===== src/hw/rtl/u8d_pkg.sv =====
// ----------------------------------------------------------------------------
// u8d_pkg: shared types and constants of the UTF-8 byte stream decoder
// Result layout, decoder state and the per-byte decode outcome.
// ----------------------------------------------------------------------------
package u8d_pkg;

  localparam int CP_W          = 21;
  localparam int DEF_FIFO_DEPTH = 4;

  localparam logic [CP_W-1:0] REPLACEMENT_CHAR = 21'h00FFFD;
  localparam logic [CP_W-1:0] END_CODE         = 21'h000000;

  // Lead byte classes
  localparam logic [7:0] LEAD4_MASK  = 8'hF0;
  localparam logic [7:0] LEAD3_MASK  = 8'hE0;
  localparam logic [7:0] LEAD2_MASK  = 8'hC0;
  localparam logic [7:0] CONT_CODE   = 8'h80;

  // Results produced by one byte
  localparam logic [1:0] NRES_NONE = 2'd0;
  localparam logic [1:0] NRES_ONE  = 2'd1;
  localparam logic [1:0] NRES_TWO  = 2'd2;

  typedef struct packed {
    logic [CP_W-1:0] code_point;
    logic            end_marker;
    logic            run_final;
  } result_t;

  typedef struct packed {
    logic [1:0]      bytes_pending;
    logic [CP_W-1:0] partial_value;
    logic            string_ended;
  } dec_state_t;

  typedef struct packed {
    dec_state_t state_next;
    logic [1:0] num_results;
    result_t    res0;
    result_t    res1;
  } dec_out_t;

endpackage


===== src/hw/rtl/u8d_in_if.sv =====
// ----------------------------------------------------------------------------
// u8d_in_if: byte channel into the decoder
// Valid/ready channel carrying one buffer byte and its final-byte flag.
// ----------------------------------------------------------------------------
interface u8d_in_if;
  logic       valid;
  logic       ready;
  logic [7:0] data_byte;
  logic       buffer_last;

  modport source (output valid, output data_byte, output buffer_last, input ready);
  modport sink   (input valid, input data_byte, input buffer_last, output ready);
endinterface


===== src/hw/rtl/u8d_out_if.sv =====
// ----------------------------------------------------------------------------
// u8d_out_if: character channel out of the decoder
// Valid/ready channel carrying one decoded code point or an end marker.
// ----------------------------------------------------------------------------
interface u8d_out_if;
  logic        valid;
  logic        ready;
  logic [20:0] code_point;
  logic        end_marker;
  logic        run_final;

  modport source (output valid, output code_point, output end_marker,
                  output run_final, input ready);
  modport sink   (input valid, input code_point, input end_marker,
                  input run_final, output ready);
endinterface


===== src/hw/rtl/u8d_decode.sv =====
// ----------------------------------------------------------------------------
// u8d_decode: single-byte decode step
// Works out the results and next state for one byte from the current state.
// ----------------------------------------------------------------------------
module u8d_decode (
  input  logic [7:0]          data_byte,
  input  logic                buffer_last,
  input  u8d_pkg::dec_state_t state,
  output u8d_pkg::dec_out_t   dec
);
  import u8d_pkg::*;

  logic [CP_W-1:0] shifted;
  logic [1:0]      pend_dec;
  logic            has_char;
  logic [CP_W-1:0] char_cp;
  logic            zero_end;
  dec_state_t      nxt;

  assign shifted  = {state.partial_value[CP_W-7:0], data_byte[5:0]};
  assign pend_dec = state.bytes_pending - 2'd1;

  always_comb begin
    nxt      = state;
    has_char = 1'b0;
    char_cp  = REPLACEMENT_CHAR;
    zero_end = 1'b0;
    dec      = '0;

    // Classify the byte against the current state
    priority if (state.string_ended) begin
      if (buffer_last) nxt = '0;
    end else if (state.bytes_pending != 2'd0) begin
      nxt.partial_value = shifted;
      nxt.bytes_pending = pend_dec;
      if (pend_dec == 2'd0) begin
        has_char = 1'b1;
        char_cp  = shifted;
      end else if (buffer_last) begin
        has_char = 1'b1;
      end
    end else if (data_byte == 8'h00) begin
      zero_end = 1'b1;
      if (buffer_last) nxt = '0;
      else nxt.string_ended = 1'b1;
    end else if ((data_byte & LEAD2_MASK) == CONT_CODE) begin
      has_char = 1'b1;
    end else if ((data_byte & LEAD4_MASK) == LEAD4_MASK) begin
      nxt.partial_value = {{(CP_W-3){1'b0}}, data_byte[2:0]};
      nxt.bytes_pending = 2'd3;
    end else if ((data_byte & LEAD3_MASK) == LEAD3_MASK) begin
      nxt.partial_value = {{(CP_W-4){1'b0}}, data_byte[3:0]};
      nxt.bytes_pending = 2'd2;
    end else if ((data_byte & LEAD2_MASK) == LEAD2_MASK) begin
      nxt.partial_value = {{(CP_W-5){1'b0}}, data_byte[4:0]};
      nxt.bytes_pending = 2'd1;
    end else begin
      has_char = 1'b1;
      char_cp  = {{(CP_W-8){1'b0}}, data_byte};
    end

    // Pack the results in order; the final byte closes with an end marker unless a terminator ended the string
    if (zero_end) begin
      dec.num_results = NRES_ONE;
      dec.res0        = '{code_point: END_CODE, end_marker: 1'b1, run_final: 1'b1};
    end else if (!state.string_ended && buffer_last) begin
      if (nxt.bytes_pending != 2'd0 && !has_char) begin
        has_char = 1'b1;
        char_cp  = REPLACEMENT_CHAR;
      end
      nxt = '0;
      if (has_char) begin
        dec.num_results = NRES_TWO;
        dec.res0 = '{code_point: char_cp, end_marker: 1'b0, run_final: 1'b0};
        dec.res1 = '{code_point: END_CODE, end_marker: 1'b1, run_final: 1'b1};
      end else begin
        dec.num_results = NRES_ONE;
        dec.res0 = '{code_point: END_CODE, end_marker: 1'b1, run_final: 1'b1};
      end
    end else if (has_char) begin
      dec.num_results = NRES_ONE;
      dec.res0 = '{code_point: char_cp, end_marker: 1'b0, run_final: 1'b1};
    end else begin
      dec.num_results = NRES_NONE;
    end

    dec.state_next = nxt;
  end

endmodule


===== src/hw/rtl/u8d_result_fifo.sv =====
// ----------------------------------------------------------------------------
// u8d_result_fifo: result queue
// Register queue that takes up to two results per cycle and gives one.
// ----------------------------------------------------------------------------
module u8d_result_fifo #(
  parameter int DEPTH = u8d_pkg::DEF_FIFO_DEPTH
) (
  input  logic                      clk,
  input  logic                      rst,
  input  logic [1:0]                push_num,
  input  u8d_pkg::result_t          push0,
  input  u8d_pkg::result_t          push1,
  input  logic                      pop,
  output logic                      not_empty,
  output u8d_pkg::result_t          head,
  output logic [$clog2(DEPTH+1)-1:0] level
);
  import u8d_pkg::*;

  localparam int PW = (DEPTH > 1) ? $clog2(DEPTH) : 1;
  localparam int CW = $clog2(DEPTH+1);

  result_t         entries [DEPTH];
  logic [PW-1:0]   wr_ptr;
  logic [PW-1:0]   rd_ptr;
  logic [CW-1:0]   count;
  logic [PW-1:0]   wr_ptr_inc;
  logic [PW-1:0]   wr_ptr_inc2;

  function automatic logic [PW-1:0] ptr_inc(input logic [PW-1:0] p);
    if (p == PW'(DEPTH-1)) return '0;
    return p + PW'(1);
  endfunction

  assign wr_ptr_inc  = ptr_inc(wr_ptr);
  assign wr_ptr_inc2 = ptr_inc(wr_ptr_inc);
  assign not_empty   = (count != '0);
  assign head        = entries[rd_ptr];
  assign level       = count;

  // Store incoming results
  always_ff @(posedge clk) begin
    if (push_num != NRES_NONE) entries[wr_ptr] <= push0;
    if (push_num == NRES_TWO) entries[wr_ptr_inc] <= push1;
  end

  // Advance pointers and level
  always_ff @(posedge clk) begin
    if (rst) begin
      wr_ptr <= '0;
      rd_ptr <= '0;
      count  <= '0;
    end else begin
      unique case (push_num)
        NRES_ONE: wr_ptr <= wr_ptr_inc;
        NRES_TWO: wr_ptr <= wr_ptr_inc2;
        default:  wr_ptr <= wr_ptr;
      endcase
      if (pop && not_empty) rd_ptr <= ptr_inc(rd_ptr);
      count <= count + CW'(push_num) - CW'(pop && not_empty);
    end
  end

endmodule


===== src/hw/rtl/utf8_byte_stream_decoder.sv =====
// An accepted byte waits in the input register; its decoded results enter the result queue.
// Throughput: one byte per cycle while the queue has room; a final byte that also gives
// a character or a replacement gives two results, which leave the result queue one by one.
// The input register advances once the queue has room for two results.
// Reset: synchronous, clears decode state, the input register and the queue.
// ----------------------------------------------------------------------------
// utf8_byte_stream_decoder: UTF-8 byte stream decoder
// Decodes buffer bytes into code points, replacement characters and end markers.
// ----------------------------------------------------------------------------
module utf8_byte_stream_decoder #(
  parameter int FIFO_DEPTH = u8d_pkg::DEF_FIFO_DEPTH
) (
  input  logic clk,
  input  logic rst,
  u8d_in_if.sink    byte_stream,
  u8d_out_if.source char_stream
);
  import u8d_pkg::*;

  localparam int CW = $clog2(FIFO_DEPTH+1);

  logic       s1_valid;
  logic [7:0] s1_byte;
  logic       s1_last;
  logic       s1_fire;
  dec_state_t state;
  dec_out_t   dec;
  logic [1:0] push_num;
  logic [CW-1:0] level;
  logic       fifo_not_empty;
  result_t    head;

  // Room for the worst case of two results, judged on the registered level
  assign s1_fire           = s1_valid && (level <= CW'(FIFO_DEPTH - 2));
  assign byte_stream.ready = !rst && (!s1_valid || s1_fire);
  assign push_num          = s1_fire ? dec.num_results : NRES_NONE;

  // Hold the accepted byte in the input register
  always_ff @(posedge clk) begin
    if (rst) begin
      s1_valid <= 1'b0;
    end else if (byte_stream.ready) begin
      s1_valid <= byte_stream.valid;
    end
  end

  always_ff @(posedge clk) begin
    if (byte_stream.valid && byte_stream.ready) begin
      s1_byte <= byte_stream.data_byte;
      s1_last <= byte_stream.buffer_last;
    end
  end

  // Advance decode state on each decoded byte
  always_ff @(posedge clk) begin
    if (rst) begin
      state <= '0;
    end else if (s1_fire) begin
      state <= dec.state_next;
    end
  end

  u8d_decode u_decode (
    .data_byte   (s1_byte),
    .buffer_last (s1_last),
    .state       (state),
    .dec         (dec)
  );

  u8d_result_fifo #(
    .DEPTH (FIFO_DEPTH)
  ) u_fifo (
    .clk       (clk),
    .rst       (rst),
    .push_num  (push_num),
    .push0     (dec.res0),
    .push1     (dec.res1),
    .pop       (char_stream.ready),
    .not_empty (fifo_not_empty),
    .head      (head),
    .level     (level)
  );

  assign char_stream.valid      = fifo_not_empty;
  assign char_stream.code_point = head.code_point;
  assign char_stream.end_marker = head.end_marker;
  assign char_stream.run_final  = head.run_final;

endmodule


===== src/flat_wrapper.sv =====
// flat-port wrapper written by rule: the top's interface ports become plain ports
module utf8_byte_stream_decoder_flat import u8d_pkg::*;
#(
  parameter int FIFO_DEPTH = u8d_pkg::DEF_FIFO_DEPTH
)
  (clk, rst, byte_stream_valid, byte_stream_data_byte, byte_stream_buffer_last, byte_stream_ready, char_stream_valid, char_stream_code_point, char_stream_end_marker, char_stream_run_final, char_stream_ready);
  u8d_in_if byte_stream_i ();
  u8d_out_if char_stream_i ();
  input  logic clk;
  input  logic rst;
  input wire logic [$bits(byte_stream_i.valid)-1:0] byte_stream_valid;
  input wire logic [$bits(byte_stream_i.data_byte)-1:0] byte_stream_data_byte;
  input wire logic [$bits(byte_stream_i.buffer_last)-1:0] byte_stream_buffer_last;
  output wire logic [$bits(byte_stream_i.ready)-1:0] byte_stream_ready;
  output wire logic [$bits(char_stream_i.valid)-1:0] char_stream_valid;
  output wire logic [$bits(char_stream_i.code_point)-1:0] char_stream_code_point;
  output wire logic [$bits(char_stream_i.end_marker)-1:0] char_stream_end_marker;
  output wire logic [$bits(char_stream_i.run_final)-1:0] char_stream_run_final;
  input wire logic [$bits(char_stream_i.ready)-1:0] char_stream_ready;
  assign byte_stream_i.valid = byte_stream_valid;
  assign byte_stream_i.data_byte = byte_stream_data_byte;
  assign byte_stream_i.buffer_last = byte_stream_buffer_last;
  assign byte_stream_ready = byte_stream_i.ready;
  assign char_stream_valid = char_stream_i.valid;
  assign char_stream_code_point = char_stream_i.code_point;
  assign char_stream_end_marker = char_stream_i.end_marker;
  assign char_stream_run_final = char_stream_i.run_final;
  assign char_stream_i.ready = char_stream_ready;
  utf8_byte_stream_decoder #(.FIFO_DEPTH(FIFO_DEPTH)) u_core (.clk(clk), .rst(rst), .byte_stream(byte_stream_i), .char_stream(char_stream_i));
endmodule

===== config.mk =====
export PLATFORM = sky130hd
export DESIGN_NAME = utf8_byte_stream_decoder_flat
export DESIGN_NICKNAME = d
export VERILOG_FILES = /design/src/hw/rtl/u8d_pkg.sv /design/src/hw/rtl/u8d_in_if.sv /design/src/hw/rtl/u8d_out_if.sv /design/src/hw/rtl/u8d_decode.sv /design/src/hw/rtl/u8d_result_fifo.sv /design/src/hw/rtl/utf8_byte_stream_decoder.sv /design/src/flat_wrapper.sv
export SDC_FILE = /design/constraint.sdc
export NUM_CORES = 1
export LEC_CHECK = 0
export BUFFER_PORTS_ARGS = -buffer_cell sky130_fd_sc_hd__buf_2
export CAP_MARGIN = 5
export CORE_MARGIN = 2
export CORE_UTILIZATION = 45
export CTS_CLUSTER_DIAMETER = 50
export CTS_CLUSTER_SIZE = 40
export DETAILED_ROUTE_END_ITERATION = 10
export HOLD_SLACK_MARGIN = 0.02
export PLACE_DENSITY_LB_ADDON = 0.25
export SLEW_MARGIN = 20
export SYNTH_ARGS = -nofsm -noshare
export SYNTH_HDL_FRONTEND = slang
export SYNTH_SLANG_ARGS = --single-unit

===== constraint.sdc =====
create_clock -name clk -period 3.5 [get_ports clk]
set_clock_uncertainty 0.15 [all_clocks]
set_input_delay 0.35 -clock clk [delete_from_list [all_inputs] [get_ports clk]]
set_output_delay 0.35 -clock clk [all_outputs]
set_load 0.01 [all_outputs]

==> metrics.yaml, run 1 <==
power_and_ir_drop:
  max-vdd-ir-drop_uv: 367
  pwr_density_cell_nw_per_um2: 758
  p_leak_uw: 0.00253
  power_uw: 4910
clocking:
  cts_resized: 0
  clk_latency_ns: 0.42
  postCtsSetupBuffers: 0
  numClockSinks: 129
  clockBufferDepth: 2
  cts_inserted_buffers: 17
  tritoncts: "done"
  h-tree-depth: 4
  clk_pin_slew_worst_paths_ns: 0.05
  cts_root_buffer: "clkbuf_16"
floorplan:
  die_y_um: 114
  initial_utilization_pct: 45.6
  pin_count: 38
  rows: 40
  dieArea_um2: 13000
  core_um2: 11900
  die_w_um: 114
timing:
  hold_slack_ns: 0.147
  grt_setup_unrepaired: "false"
  tns_ns: 0
  final.period_utilization_pct: 90.0
  slew_headroom_pct: 31.1
  fmax_mhz: 318
  hold_viol: 0
  drv_slew: 0
  worst_pin_slew_ns: 1.02
  setup_violations: 0
  fin_crit_ns: 3.15
layout:
  area_delta_synth_final_pct: 19.4
  final_layout_size_suffix_gt1_share_pct: 22.8
  final_nets: 545
  antenna_cells: 0
detailed_routing:
  wire_per_inst_um: 18.7
  ant_nets: 0
  drt_first_pass_iters: 4
  drc: 0
  viasPerCell: 5.80
  drtIter0Drc: 241
  drt-total-wl_um: 12600
  vias: 3933
yosys:
  syn-num-nets: 495
  ys_ff_latch: 129
  synth_top_cell_area_share_pct: 41.3
  synthDistinctLibCells: 46
  synth.most_common_cell: "dfxtp_1"
  netlist_instances: 468
  netlist_area_um2: 5430
  synth_edf_count: 17
  yosysSeqAreaShare_pct: 50.7
  syn_avg_cell_area_um2: 11.6
  ys.flop_type: "dfxtp_1"
  synthArstFlopShare_pct: 0
  ys_warn_count: 0
  synth_top_cell_by_area: "dfxtp_1"
  synth.top_cells.by_count: "dfxtp_1, a22o_1, nor2_1, mux4_2, nand2_1"
  synth_area_leaders: "dfxtp_1, a22o_1, mux4_2, edfxtp_1, ha_1"
grt:
  grt_usage_pct: 21.2
  grt_pass1_vias: 3924
  grt-ovfl-total: 0
  grt_antenna_before_repair: 0
  grt_max_degree: 28
  grt_first_pass_wirelength_um: 20500
critical_path:
  end_kind: "flip-flop"
  worstPathMaxFanout: 9
  crit_required_ns: 3.63
  critical_path.startpoint_type: "flip-flop"
  critical_path_class: "reg -> reg"
  cp.arrival_ns: 3.28
run:
  cap_violations: 0
place:
  dpl.hpwl_um: 8510
  port_buffers: 37
  place_congestion: 0.918
status:
  status: "complete, no violations"
worst_hold_path:
  hold_path.class: "in -> reg"
[state kept, by name, summed over array words and instances, names as in the netlist, named ones only]
register	cells
u_core.state	18
u_core.u_fifo.rd_ptr	2
u_core.u_fifo.wr_ptr	2
u_core.s1_valid	1
u_core.u_fifo.entries	92
u_core.s1_last	1
u_core.u_fifo.level	3
u_core.s1_byte	8
[final cells by class]
type	instances	area [µm²]
well taps	147	184
clock buffers	23	532
fillers	1031	5430
multi-input cells	290	2480
inverters	17	63.8
clock inverters	9	66.3
repair buffers	63	405
flip-flops and latches	129	2750
[where the power goes]
part / switching [µW] / total [µW] / internal (µW) / leakage (µW)
clock: 646 / 1720 / 1070 / 0.000284
combinational: 535 / 1180 / 641 / 0.00117
sequential: 186 / 2020 / 1830 / 0.00108
total: 1370 / 4910 / 3550 / 0.00253
[logic make-up (layout without fill, tap and decap cells)]
kind of cell | count (synthesis) | in the layout | share of synthesized area, %
xor+xnor | 3 | 3 | 0.484
flops | 129 | 129 | 50.7
compound gates | 156 | 156 | 23.2
simple gates | 93 | 93 | 8.87
mux | 24 | 24 | 9.75
fa+ha+maj | 14 | 14 | 3.36
buf+inv | 49 | 112 | 3.62
[layout by cell type (no fill, tap or decap), types with 13 or more instances in the layout]
master,n
nand2_1,20
a22o_1,80
clkbuf_16,20
buf_4,16
a22oi_1,15
buf_2,37
nor2_1,32
dfxtp_1,112
edfxtp_1,17
ha_1,13
a21oi_1,19
mux4_2,23
inv_1,17
[metrics by stage]
step           cell area (µm²)  instances  setup WS [ns]  util [%]
4_1_cts                   6480        678          0.365      54.4
5_1_grt                   6480        678          0.162      54.4
3_5_place_dp              5790        636          0.381      48.6
2_1_floorplan             5430        468          0.504         -
3_3_place_gp              5790        636          0.446      48.6
6_report                  6480        678          0.351      54.4
[repair_timing]
| item | 4_1_cts | 5_1_grt |
|---|---|---|
| hold buffers | 10 | 0 |
| endpoints found under the hold margin | 10 | 0 |
| endpoints found under the setup margin | 0 | 0 |
[final timing paths]
path                                              startpoint                      endpoint  slack, ns  cells after the start
worst max register to register                u_core.s1_last        u_core.u_fifo.level[2]       0.35                     12
worst min-delay path                       char_stream_ready       u_core.u_fifo.rd_ptr[1]       0.15                      4
worst min register to register  u_core.u_fifo.entries[3][11]  u_core.u_fifo.entries[3][11]       0.33                      1
worst max-delay path                          u_core.s1_last        u_core.u_fifo.level[2]       0.35                     12
[routing by layer]
| metal | vias up | share of wire (%) | GRT usage, % |
|---|---|---|---|
| li1 | 1883 | - | - |
| met1 | 1927 | 45 | 26.9 |
| met2 | 112 | 48 | 34.0 |
| met3 | 11 | 5.5 | 7.28 |
| met4 | 0 | 0.93 | 7.07 |
| met5 | - | 0 | 0 |
[worst max-delay path, stage by stage (launching register included)]
cell      delay [ns]
edfxtp_1        0.50
inv_1           0.15
a21oi_1         0.27
a31oi_4         0.11
or2_2           0.34
a21o_1          0.23
ha_1            0.28
inv_1           0.04
ha_1            0.20
fa_1            0.37
xor2_1          0.20
xnor2_1         0.13
nor2_1          0.05
No activity file was read; power rests on OpenSTA's default activity.
==> run 2, diff against run 1 <==
--- a/config.mk
+++ b/config.mk
@@ -8,9 +8,8 @@
 export BUFFER_PORTS_ARGS = -buffer_cell sky130_fd_sc_hd__buf_2
 export CAP_MARGIN = 5
 export CORE_MARGIN = 2
-export CORE_UTILIZATION = 45
+export CORE_UTILIZATION = 55
 export CTS_CLUSTER_DIAMETER = 50
-export CTS_CLUSTER_SIZE = 40
 export DETAILED_ROUTE_END_ITERATION = 10
 export HOLD_SLACK_MARGIN = 0.02
 export PLACE_DENSITY_LB_ADDON = 0.25
==> constraint.sdc (replaced) <==
create_clock -name clk -period 3.5 [get_ports clk]
set_clock_uncertainty 0.15 [all_clocks]
set_input_delay 0.7 -clock clk [delete_from_list [all_inputs] [get_ports clk]]
set_output_delay 0.7 -clock clk [all_outputs]
set_load 0.01 [all_outputs]
==> run 2 against run 1 <==
Net effect:
- sequential share of layout area increased by 0.95 points
- critical path type unchanged
- global-route usage rose by 4.2 points
- maximum frequency shrank 0.26%
- hold slack better by 0.048 ns
- flip-flop and latch count is the same
- first-iteration DRC count grew 55%
- utilization up 11 points
- power down 1.0%
- via count rose by 2.0%
==> metrics.yaml, run 2 (synthesis results as in run 1) <==
place:
  place_congestion: 0.879
  place_area_um2: 5770
  port_buffers: 37
  dpl.hpwl_um: 8210
power_and_ir_drop:
  power.switching_uw: 1360
  p_int_uw: 3500
  p_sw_share_pct: 28.0
  pwr-share-seq_pct: 41.6
  p_leak_uw: 0.00249
  power.share.clock_pct: 34.3
  max-vdd-ir-drop_uv: 453
  pwr-share-comb_pct: 24.1
  pwr_density_cell_nw_per_um2: 767
layout:
  final_layout_size_suffix_gt1_share_pct: 23.1
  area_delta_synth_final_pct: 16.8
  largestRegisters: "u_core.u_fifo.entries: 92 flops, u_core.state: 18 flops, u_core.s1_byte: 8 flops"
  final_common_cell: "dfxtp_1"
  multi_input_area_um2: 2480
  final_cell_mix: "dfxtp_1, a22o_1, buf_2"
  largest_register_ffs: 92
  nFillCells: 773
  fin_area_um2: 6340
  final_nets: 534
  antenna_cells: 0
  regMostFlops: "u_core.u_fifo.entries"
  seqCellArea_um2: 2750
grt:
  grt_pass1_vias: 4042
  use_met2_pct: 39.7
  grt_antenna_before_repair: 0
  grt_usage_pct: 25.3
  use_met3_pct: 7.59
  grt_max_degree: 28
  grt_first_pass_wirelength_um: 20100
  grt-ovfl-total: 0
  top_usage_layer: "met2"
  grt_util_met1_pct: 32.8
detailed_routing:
  viasPerCell: 6.15
  drc: 0
  drt-total-wl_um: 12400
  ant_nets: 0
  drt_first_pass_iters: 6
  drtIter0Drc: 373
  vias: 4013
  wire_per_inst_um: 18.9
floorplan:
  initial_utilization_pct: 56.1
  rows: 36
  pin_count: 38
  die_y_um: 103
  dieArea_um2: 10700
  die_w_um: 103
  core_um2: 9680
clocking:
  clockBufferDepth: 2
  numClockSinks: 129
  h-tree-depth: 4
  clk_latency_ns: 0.53
  cts_inserted_buffers: 17
  cts_root_buffer: "clkbuf_8"
  tritoncts: "done"
  cts_resized: 0
  cts-hold-fix-buffers: 0
  postCtsSetupBuffers: 0
  clk_pin_slew_worst_paths_ns: 0.06
worst_hold_path:
  hp-start: "byte_stream_data_byte[7]"
  hold_path.class: "in -> reg"
  hold_depth: 1
  holdPathEnd: "u_core.s1_byte[7]"
timing:
  tns_ns: 0
  final.period_utilization_pct: 90.2
  worst_pin_slew_ns: 0.972
  slew_headroom_pct: 34.6
  setup_violations: 0
  hold_viol: 0
  fin_crit_ns: 3.16
  fmax_mhz: 317
  drv_slew: 0
  grt_setup_unrepaired: "false"
critical_path:
  r2r_end: "u_core.u_fifo.level[2]"
  crit_required_ns: 3.74
  worstPathMaxFanout: 9
  end_kind: "flip-flop"
  worstReg2RegStart: "u_core.s1_last"
  r2r_cells: 12
  cp.arrival_ns: 3.40
  reg2reg_slack_ns: 0.34
  critical_path_class: "reg -> reg"
  critical_path.startpoint_type: "flip-flop"
status:
  status: "complete, no violations"
run:
  cap_violations: 0
-- run 2: power groups by stage --
stage / sequential (µW) / clock [µW] / combinational, µW
2_1_floorplan: 1980 / 0 / 886
3_3_place_gp: 2020 / 0 / 1140
3_5_place_dp: 2040 / 0 / 1180
4_1_cts: 2020 / 1700 / 1180
5_1_grt: 2060 / 1770 / 1290
6_report: 2020 / 1670 / 1170
-- run 2: final cells by class --
cell class              instances  area share [%]
clock buffers                  19            6.81
clock inverters                13            2.15
inverters                      17            1.01
multi-input cells             290            39.1
flip-flops and latches        129            43.4
well taps                     133            2.62
repair buffers                 52            4.89
-- run 2: critical path, cell delays in order (launching register included) --
cell      delay [ns]
edfxtp_1        0.51
inv_1           0.15
a21oi_1         0.26
a31oi_4         0.11
or2_2           0.34
a21o_1          0.23
ha_1            0.28
inv_1           0.04
ha_1            0.20
fa_1            0.37
xor2_1          0.19
xnor2_1         0.14
nor2_1          0.05
-- run 2: how the worst max path moves through the flow --
stage	slack, ns	end	from	cells past startpoint
3_3_place_gp	0.43	u_core.u_fifo.level[2]	u_core.s1_byte[6]	11
3_5_place_dp	0.37	u_core.u_fifo.level[2]	u_core.s1_last	12
5_1_grt	0.19	u_core.u_fifo.level[2]	u_core.s1_last	12
2_1_floorplan	0.50	u_core.u_fifo.level[2]	u_core.s1_last	13
6_report	0.34	u_core.u_fifo.level[2]	u_core.s1_last	12
4_1_cts	0.34	u_core.u_fifo.level[2]	u_core.s1_last	12
-- run 2: metrics by stage --
stage / hold WS [ns] / cells / setup WS [ns] / util [%] / total power [µW]
6_report: 0.196 / 653 / 0.343 / 65.5 / 4860
5_1_grt: 0.172 / 653 / 0.186 / 65.5 / 5120
3_5_place_dp: 0.309 / 621 / 0.366 / 59.6 / 3220
3_3_place_gp: 0.305 / 621 / 0.431 / 59.6 / 3170
4_1_cts: 0.178 / 653 / 0.341 / 65.5 / 4900
2_1_floorplan: 0.294 / 468 / 0.504 / - / 2870
-- run 2: layer usage --
metal	up-vias	wire length [µm]
li1	1862	-
met1	1994	5410
met2	136	5930
met3	21	764
met4	0	247
met5	-	0
